--- src/sv/ising_metropolis_spin_update_defines.svh ---
// Assertion macros for the Ising spin update RTL.
`ifndef ISING_METROPOLIS_SPIN_UPDATE_DEFINES_SVH
`define ISING_METROPOLIS_SPIN_UPDATE_DEFINES_SVH

// Same-cycle implication, checked on clk and disabled while arst_n is low.
`define ISMU_ASSERT_SAME(label, ante, cons, msg) \
	label: assert property (@(posedge clk) disable iff (!arst_n) (ante) |-> (cons)) \
		else $error(msg);

// Next-cycle implication, checked on clk and disabled while arst_n is low.
`define ISMU_ASSERT_NEXT(label, ante, cons, msg) \
	label: assert property (@(posedge clk) disable iff (!arst_n) (ante) |=> (cons)) \
		else $error(msg);

`endif

--- src/sv/ismu_pkg.sv ---
// Shared constants, types and wrap functions for the Ising spin update block.
`default_nettype none

package ismu_pkg;

	// Fixed field widths of the item and result beats.
	localparam int ROW_W   = 6;
	localparam int SIZE_W  = 7;
	localparam int PROB_W  = 16;
	localparam int COUNT_W = 13;
	localparam int CFG_W   = 16;
	localparam int CFG_IDX_W = 2;

	// Index arithmetic width, wide enough for a side of 256 and its wrap.
	localparam int IDX_W = 9;

	// Parameter defaults.
	localparam int MAX_SIDE_DEF  = 64;
	localparam int PROB_BITS_DEF = 16;

	// Reset value of the lattice side register.
	localparam logic [SIZE_W-1:0] SIZE_RESET = 7'd64;

	// Configuration register indexes.
	localparam logic [CFG_IDX_W-1:0] REG_LATTICE_SIZE = 2'd0;
	localparam logic [CFG_IDX_W-1:0] REG_ACCEPT_FOUR  = 2'd1;
	localparam logic [CFG_IDX_W-1:0] REG_ACCEPT_EIGHT = 2'd2;

	// Item function codes.
	localparam logic FUNC_LOAD    = 1'b0;
	localparam logic FUNC_ATTEMPT = 1'b1;

	// Status of one finished item.
	typedef struct packed {
		logic               flipped;
		logic [COUNT_W-1:0] down_count;
		logic               out_of_range;
	} result_t;

	// Step one position back with periodic wrap at side n.
	function automatic logic [IDX_W-1:0] wrap_dec(input logic [IDX_W-1:0] v,
			input logic [IDX_W-1:0] n);
		return (v == '0) ? n - IDX_W'(1) : v - IDX_W'(1);
	endfunction

	// Step one position forward with periodic wrap at side n.
	function automatic logic [IDX_W-1:0] wrap_inc(input logic [IDX_W-1:0] v,
			input logic [IDX_W-1:0] n);
		return ((v + IDX_W'(1)) >= n) ? '0 : v + IDX_W'(1);
	endfunction

endpackage

`default_nettype wire

--- src/sv/ismu_update.sv ---
// Metropolis decision, row rewrite and down-spin count for the item in stage one.
`default_nettype none

module ismu_update #(
	parameter int MAX_SIDE  = ismu_pkg::MAX_SIDE_DEF,
	parameter int PROB_BITS = ismu_pkg::PROB_BITS_DEF
) (
	input  wire logic                          item_valid,
	input  wire logic                          func,
	input  wire logic [ismu_pkg::ROW_W-1:0]    row,
	input  wire logic [ismu_pkg::ROW_W-1:0]    column,
	input  wire logic                          spin_down,
	input  wire logic [ismu_pkg::PROB_W-1:0]   random_word,
	input  wire logic [ismu_pkg::IDX_W-1:0]    side,
	input  wire logic [ismu_pkg::PROB_W-1:0]   thr_four,
	input  wire logic [ismu_pkg::PROB_W-1:0]   thr_eight,
	input  wire logic [MAX_SIDE-1:0]           site_row,
	input  wire logic [MAX_SIDE-1:0]           up_row,
	input  wire logic [MAX_SIDE-1:0]           dn_row,
	input  wire logic [ismu_pkg::COUNT_W-1:0]  total,
	output logic                               wr_en,
	output logic      [MAX_SIDE-1:0]           wr_row,
	output logic      [ismu_pkg::COUNT_W-1:0]  next_total,
	output ismu_pkg::result_t                  res
);

	localparam int AW = $clog2(MAX_SIDE);
	localparam int PW = (PROB_BITS < ismu_pkg::PROB_W) ? PROB_BITS : ismu_pkg::PROB_W;

	logic [ismu_pkg::IDX_W-1:0] row_x;
	logic [ismu_pkg::IDX_W-1:0] col_x;
	logic [AW-1:0]              col_i;
	logic [AW-1:0]              col_m;
	logic [AW-1:0]              col_p;
	logic                       oor;
	logic                       site;
	logic [3:0]                 agree_vec;
	logic [2:0]                 agree_cnt;
	logic                       win_four;
	logic                       win_eight;
	logic                       flip;
	logic                       new_bit;
	logic                       change_req;

	// Site bounds and the columns of the diagonal neighbors.
	always_comb begin
		row_x = ismu_pkg::IDX_W'(row);
		col_x = ismu_pkg::IDX_W'(column);
		oor   = (row_x >= side) || (col_x >= side);
		col_i = AW'(col_x);
		col_m = AW'(ismu_pkg::wrap_dec(col_x, side));
		col_p = AW'(ismu_pkg::wrap_inc(col_x, side));
	end

	// Count diagonal neighbors that agree with the site.
	always_comb begin
		site      = site_row[col_i];
		agree_vec = {up_row[col_m] == site, up_row[col_p] == site,
			dn_row[col_m] == site, dn_row[col_p] == site};
		agree_cnt = 3'(agree_vec[0]) + 3'(agree_vec[1]) + 3'(agree_vec[2])
			+ 3'(agree_vec[3]);
	end

	// Acceptance test against the thresholds for energy eight and four.
	always_comb begin
		win_eight = thr_eight[PW-1:0] > random_word[PW-1:0];
		win_four  = thr_four[PW-1:0] > random_word[PW-1:0];
		priority if (agree_cnt == 3'd4) begin
			flip = win_eight;
		end else if (agree_cnt == 3'd3) begin
			flip = win_four;
		end else begin
			flip = 1'b1;
		end
	end

	// New spin value, row rewrite and running count.
	always_comb begin
		if (func == ismu_pkg::FUNC_LOAD) begin
			new_bit    = spin_down;
			change_req = 1'b1;
		end else begin
			new_bit    = ~site;
			change_req = flip;
		end
		wr_en         = item_valid & ~oor & change_req;
		wr_row        = site_row;
		wr_row[col_i] = new_bit;
		next_total    = total;
		if (wr_en && (new_bit != site)) begin
			next_total = new_bit ? total + ismu_pkg::COUNT_W'(1)
				: total - ismu_pkg::COUNT_W'(1);
		end
		res.flipped      = item_valid & ~oor & (func == ismu_pkg::FUNC_ATTEMPT) & flip;
		res.down_count   = next_total;
		res.out_of_range = oor;
	end

endmodule

`default_nettype wire

--- config.mk ---
export PLATFORM = sky130hd
export DESIGN_NAME = ismu_update
export DESIGN_NICKNAME = d
export VERILOG_FILES = /design/src/sv/ising_metropolis_spin_update_defines.svh /design/src/sv/ismu_pkg.sv /design/src/sv/ismu_update.sv
export SDC_FILE = /design/constraint.sdc
export NUM_CORES = 1
export LEC_CHECK = 0
export BUFFER_PORTS_ARGS = -buffer_cell sky130_fd_sc_hd__buf_4
export CORE_MARGIN = 4
export CORE_UTILIZATION = 25
export DETAILED_ROUTE_END_ITERATION = 8
export PLACE_DENSITY = 0.6
export SLEW_MARGIN = 20
export SYNTH_ARGS = -nofsm -noshare
export SYNTH_HDL_FRONTEND = slang
export SYNTH_SLANG_ARGS = --single-unit
--- constraint.sdc ---
create_clock -name vclk -period 10.02
set_input_delay 0.501 -clock vclk [all_inputs]
set_output_delay 0.501 -clock vclk [all_outputs]
set_load 0.01 [all_outputs]
==> metrics.txt <==
post-synth cell types=89; Met1 Routed Length=about 14000 µm; Maximum Capacitance Violations=0; fillers=between 2000 and 3000; pin count of the biggest net entering global routing=72; total power per unit cell area=between 70 and 80 nW/µm²; diode count=0; flip-flop and latch area=0 µm²; Syn Std Cell Area=~7000 µm²; worst endpoint required time=~9.5 ns; Max transition margin=28.8%; die boundary width=between 150 and 200 µm; Post-Syn Instances=around 1000; worst path setup slack after routing=around 1.1 ns; hold violation total from the final report=0; unrepaired setup endpoints after global routing=no; Seq Cell Count=0; average wire per cell in the routed design=21.4 µm; # nets final=1646; Worst setup endpoint=next_total[11]; result of the run=finished, final reports clean; Synth Area per Inst=between 6 and 7 µm²; fraction of the cycle the final worst path needs=between 80% and 90%; proportion of synthesized chip area in sequential cells=0%; total of clock buffers placed in the layout=0; data arrival at the endpoint of the critical path=roughly 8.4 ns; Yosys warning count=0; number of optimization iterations in the first detailed-route pass=6; number of routed nets with antenna violations=0; highest metal layer with signal wires=met4; placer congestion estimate=roughly 0.91; via density per instance=between 5 and 6; Worst Hold Class=primary input to output pin; final global-route overflow total=0; crit path launch=column[1]; main area contributors after synthesis=sky130_fd_sc_hd__ha_1 (12%), sky130_fd_sc_hd__a21oi_1 (8.2%), sky130_fd_sc_hd__mux2i_1 (7.2%), sky130_fd_sc_hd__nand2_1 (5.6%), sky130_fd_sc_hd__a31oi_1 (5.2%); Critical Path End Type=output pin; die outline height=173 µm; via count of the first global-routing pass=between 9000 and 10000; post-cts sizing count=0; global-route wire length before repair=52500 µm; number of buffers added on ports=370; most common cell in the synthesized netlist=sky130_fd_sc_hd__a21oi_1; multi-input combinational cell area=between 6000 and 7000 µm²; Total Power Consumption=just over 0.0007 W; fraction of final layout cells with drive strength greater than 1=about a third; # hold bufs at CTS=0; Finish-stage setup viols=0; number of vias in the routed layout=9425; met3 WL post-DR=3280 µm; worst hold slack=1.31 ns; final critical delay including setup and external delays=between 8 and 9 ns; effective utilization at floorplan=25.3%; CP Max Fanout=43; die area=29900 µm²; post-CTS setup buffer count=0; DP HPWL=between 20000 and 30000 µm; largest area contributor in the synthesized netlist=sky130_fd_sc_hd__ha_1; post-placement worst setup slack=around 1.1 ns; initial antenna violation count=0; WL met2=between 15000 and 20000 µm; critical setup path kind=primary input to output pin; Post-route DRC=0; Setup TNS Final=0 ns; commonest cells in the netlist=sky130_fd_sc_hd__a21oi_1 (112), sky130_fd_sc_hd__nand2_1 (102), sky130_fd_sc_hd__ha_1 (67), sky130_fd_sc_hd__nor2_1 (67), sky130_fd_sc_hd__a31oi_1 (57); maximum frequency from static timing analysis=112 MHz; Synthesized Nets=1342; startpoint kind of the worst setup timing path=primary input; standby leakage power=4.47 nW; total wire length after detailed routing=between 30000 and 40000 µm; Core Region=between 20000 and 30000 µm²; area share of the leading cell type in the synthesized netlist=roughly an eighth; total number of placement rows=60; overall global routing resource usage=21.2%; fin. max-slew vios=0; starting DRC count in detailed routing=845; number of ports placed on the die boundary=between 300 and 400; worst-margin pin slew=1.07 ns; Synth-to-Final Area Change=42.2%; largest voltage drop on the vdd net=a little under 0.07 mV
[final cells by class]
type	count	area share (%)
multi-input cells	867	63.8
repair buffers	389	30.2
well taps	341	4.41
inverters	42	1.64
[how the worst min path moves through the flow]
| stage | from | to | slack, ns | cells after the start |
|---|---|---|---|---|
| floorplan | total[0] | next_total[0] | 1.10 | 1 |
| global placement | total[12] | next_total[12] | 1.31 | 3 |
| detailed placement | total[12] | res[13] | 1.31 | 3 |
| CTS | total[12] | res[13] | 1.31 | 3 |
| global route | total[12] | next_total[12] | 1.35 | 3 |
| finish | total[12] | res[13] | 1.31 | 3 |
[critical path: stages]
cell                       delay, ns
sky130_fd_sc_hd__buf_4          0.42
sky130_fd_sc_hd__inv_1          0.35
sky130_fd_sc_hd__ha_1           0.69
sky130_fd_sc_hd__ha_1           0.44
sky130_fd_sc_hd__nand2_1        0.07
sky130_fd_sc_hd__o21a_1         0.19
sky130_fd_sc_hd__o21ai_2        0.56
sky130_fd_sc_hd__nand2_1        0.52
sky130_fd_sc_hd__buf_4          0.37
sky130_fd_sc_hd__mux2_1         0.33
sky130_fd_sc_hd__a211oi_1       0.23
sky130_fd_sc_hd__nor3b_1        0.08
sky130_fd_sc_hd__nor4_1         0.50
sky130_fd_sc_hd__xnor2_1        0.17
sky130_fd_sc_hd__fa_1           0.53
sky130_fd_sc_hd__ha_1           0.22
sky130_fd_sc_hd__ha_1           0.28
sky130_fd_sc_hd__nand3b_1       0.11
sky130_fd_sc_hd__nor4_1         0.06
sky130_fd_sc_hd__a41oi_1        0.16
sky130_fd_sc_hd__nand2b_1       0.10
sky130_fd_sc_hd__o32ai_1        0.55
sky130_fd_sc_hd__o21ai_2        0.35
sky130_fd_sc_hd__mux2_1         0.43
sky130_fd_sc_hd__buf_4          0.16
[power by group]
group / internal, W / switching, W / leakage, nW
Clock: 0 / 0 / 0
Combinational: 0.000326 / 0.000378 / 4.47
Sequential: 0 / 0 / 0
[metrics by stage]
| step | cell area (µm²) | utilization (%) | cells |
|---|---|---|---|
| global route | 9680 | 36.0 | 1639 |
| finish | 9680 | 36.0 | 1639 |
| detailed placement | 9680 | 36.0 | 1639 |
| floorplan | 6810 | - | 996 |
| CTS | 9680 | 36.0 | 1639 |
| global placement | 9680 | 36.0 | 1639 |
[cells in the final DEF, fill, tap and decap left out, types with 4 or more instances in the layout]
cell	netlist	layout
sky130_fd_sc_hd__and4_1	4	4
sky130_fd_sc_hd__a211oi_1	24	24
sky130_fd_sc_hd__a21oi_1	112	112
sky130_fd_sc_hd__nor2b_1	11	11
sky130_fd_sc_hd__nor3_1	26	24
sky130_fd_sc_hd__a311oi_1	6	6
sky130_fd_sc_hd__nand2_1	102	102
sky130_fd_sc_hd__and3_1	28	28
sky130_fd_sc_hd__nor2_1	67	67
sky130_fd_sc_hd__nor4_1	11	11
sky130_fd_sc_hd__nand4_1	12	12
sky130_fd_sc_hd__nand3b_1	9	9
sky130_fd_sc_hd__a32oi_1	6	6
sky130_fd_sc_hd__mux4_2	11	11
sky130_fd_sc_hd__mux2i_1	49	49
sky130_fd_sc_hd__nor3b_1	6	6
sky130_fd_sc_hd__buf_4	22	389
sky130_fd_sc_hd__o211ai_1	7	7
sky130_fd_sc_hd__ha_1	67	67
sky130_fd_sc_hd__and2_1	4	4
sky130_fd_sc_hd__a221oi_1	7	7
sky130_fd_sc_hd__o311ai_0	5	5
sky130_fd_sc_hd__a2111oi_0	6	6
sky130_fd_sc_hd__mux2_1	11	11
sky130_fd_sc_hd__a22oi_1	7	7
sky130_fd_sc_hd__inv_1	39	39
sky130_fd_sc_hd__xnor2_1	16	16
sky130_fd_sc_hd__o221ai_1	4	4
sky130_fd_sc_hd__nand3_1	34	34
sky130_fd_sc_hd__o21a_1	6	6
sky130_fd_sc_hd__a221o_1	4	4
sky130_fd_sc_hd__mux2_2	13	13
sky130_fd_sc_hd__xor2_1	6	6
sky130_fd_sc_hd__a31oi_1	57	57
sky130_fd_sc_hd__a21o_1	9	9
sky130_fd_sc_hd__o21ai_0	48	48
[cells by family (layout without fill, tap and decap cells)]
group / count (synthesis) / in the layout / share of synthesized area (%)
mux: 84 / 84 / 14.8
compound gates: 352 / 352 / 33.9
xor+xnor: 24 / 24 / 3.47
fa+ha+maj: 69 / 69 / 12.9
simple gates: 338 / 338 / 25.5
buf+inv: 129 / 431 / 9.45
[metal layers]
layer	vias to the layer above	GRT usage, %
li1	4428	-
met1	4389	26.5
met2	531	36.9
met3	77	4.79
met4	0	5.62
met5	-	0
Power figures use the tool's default switching activity.
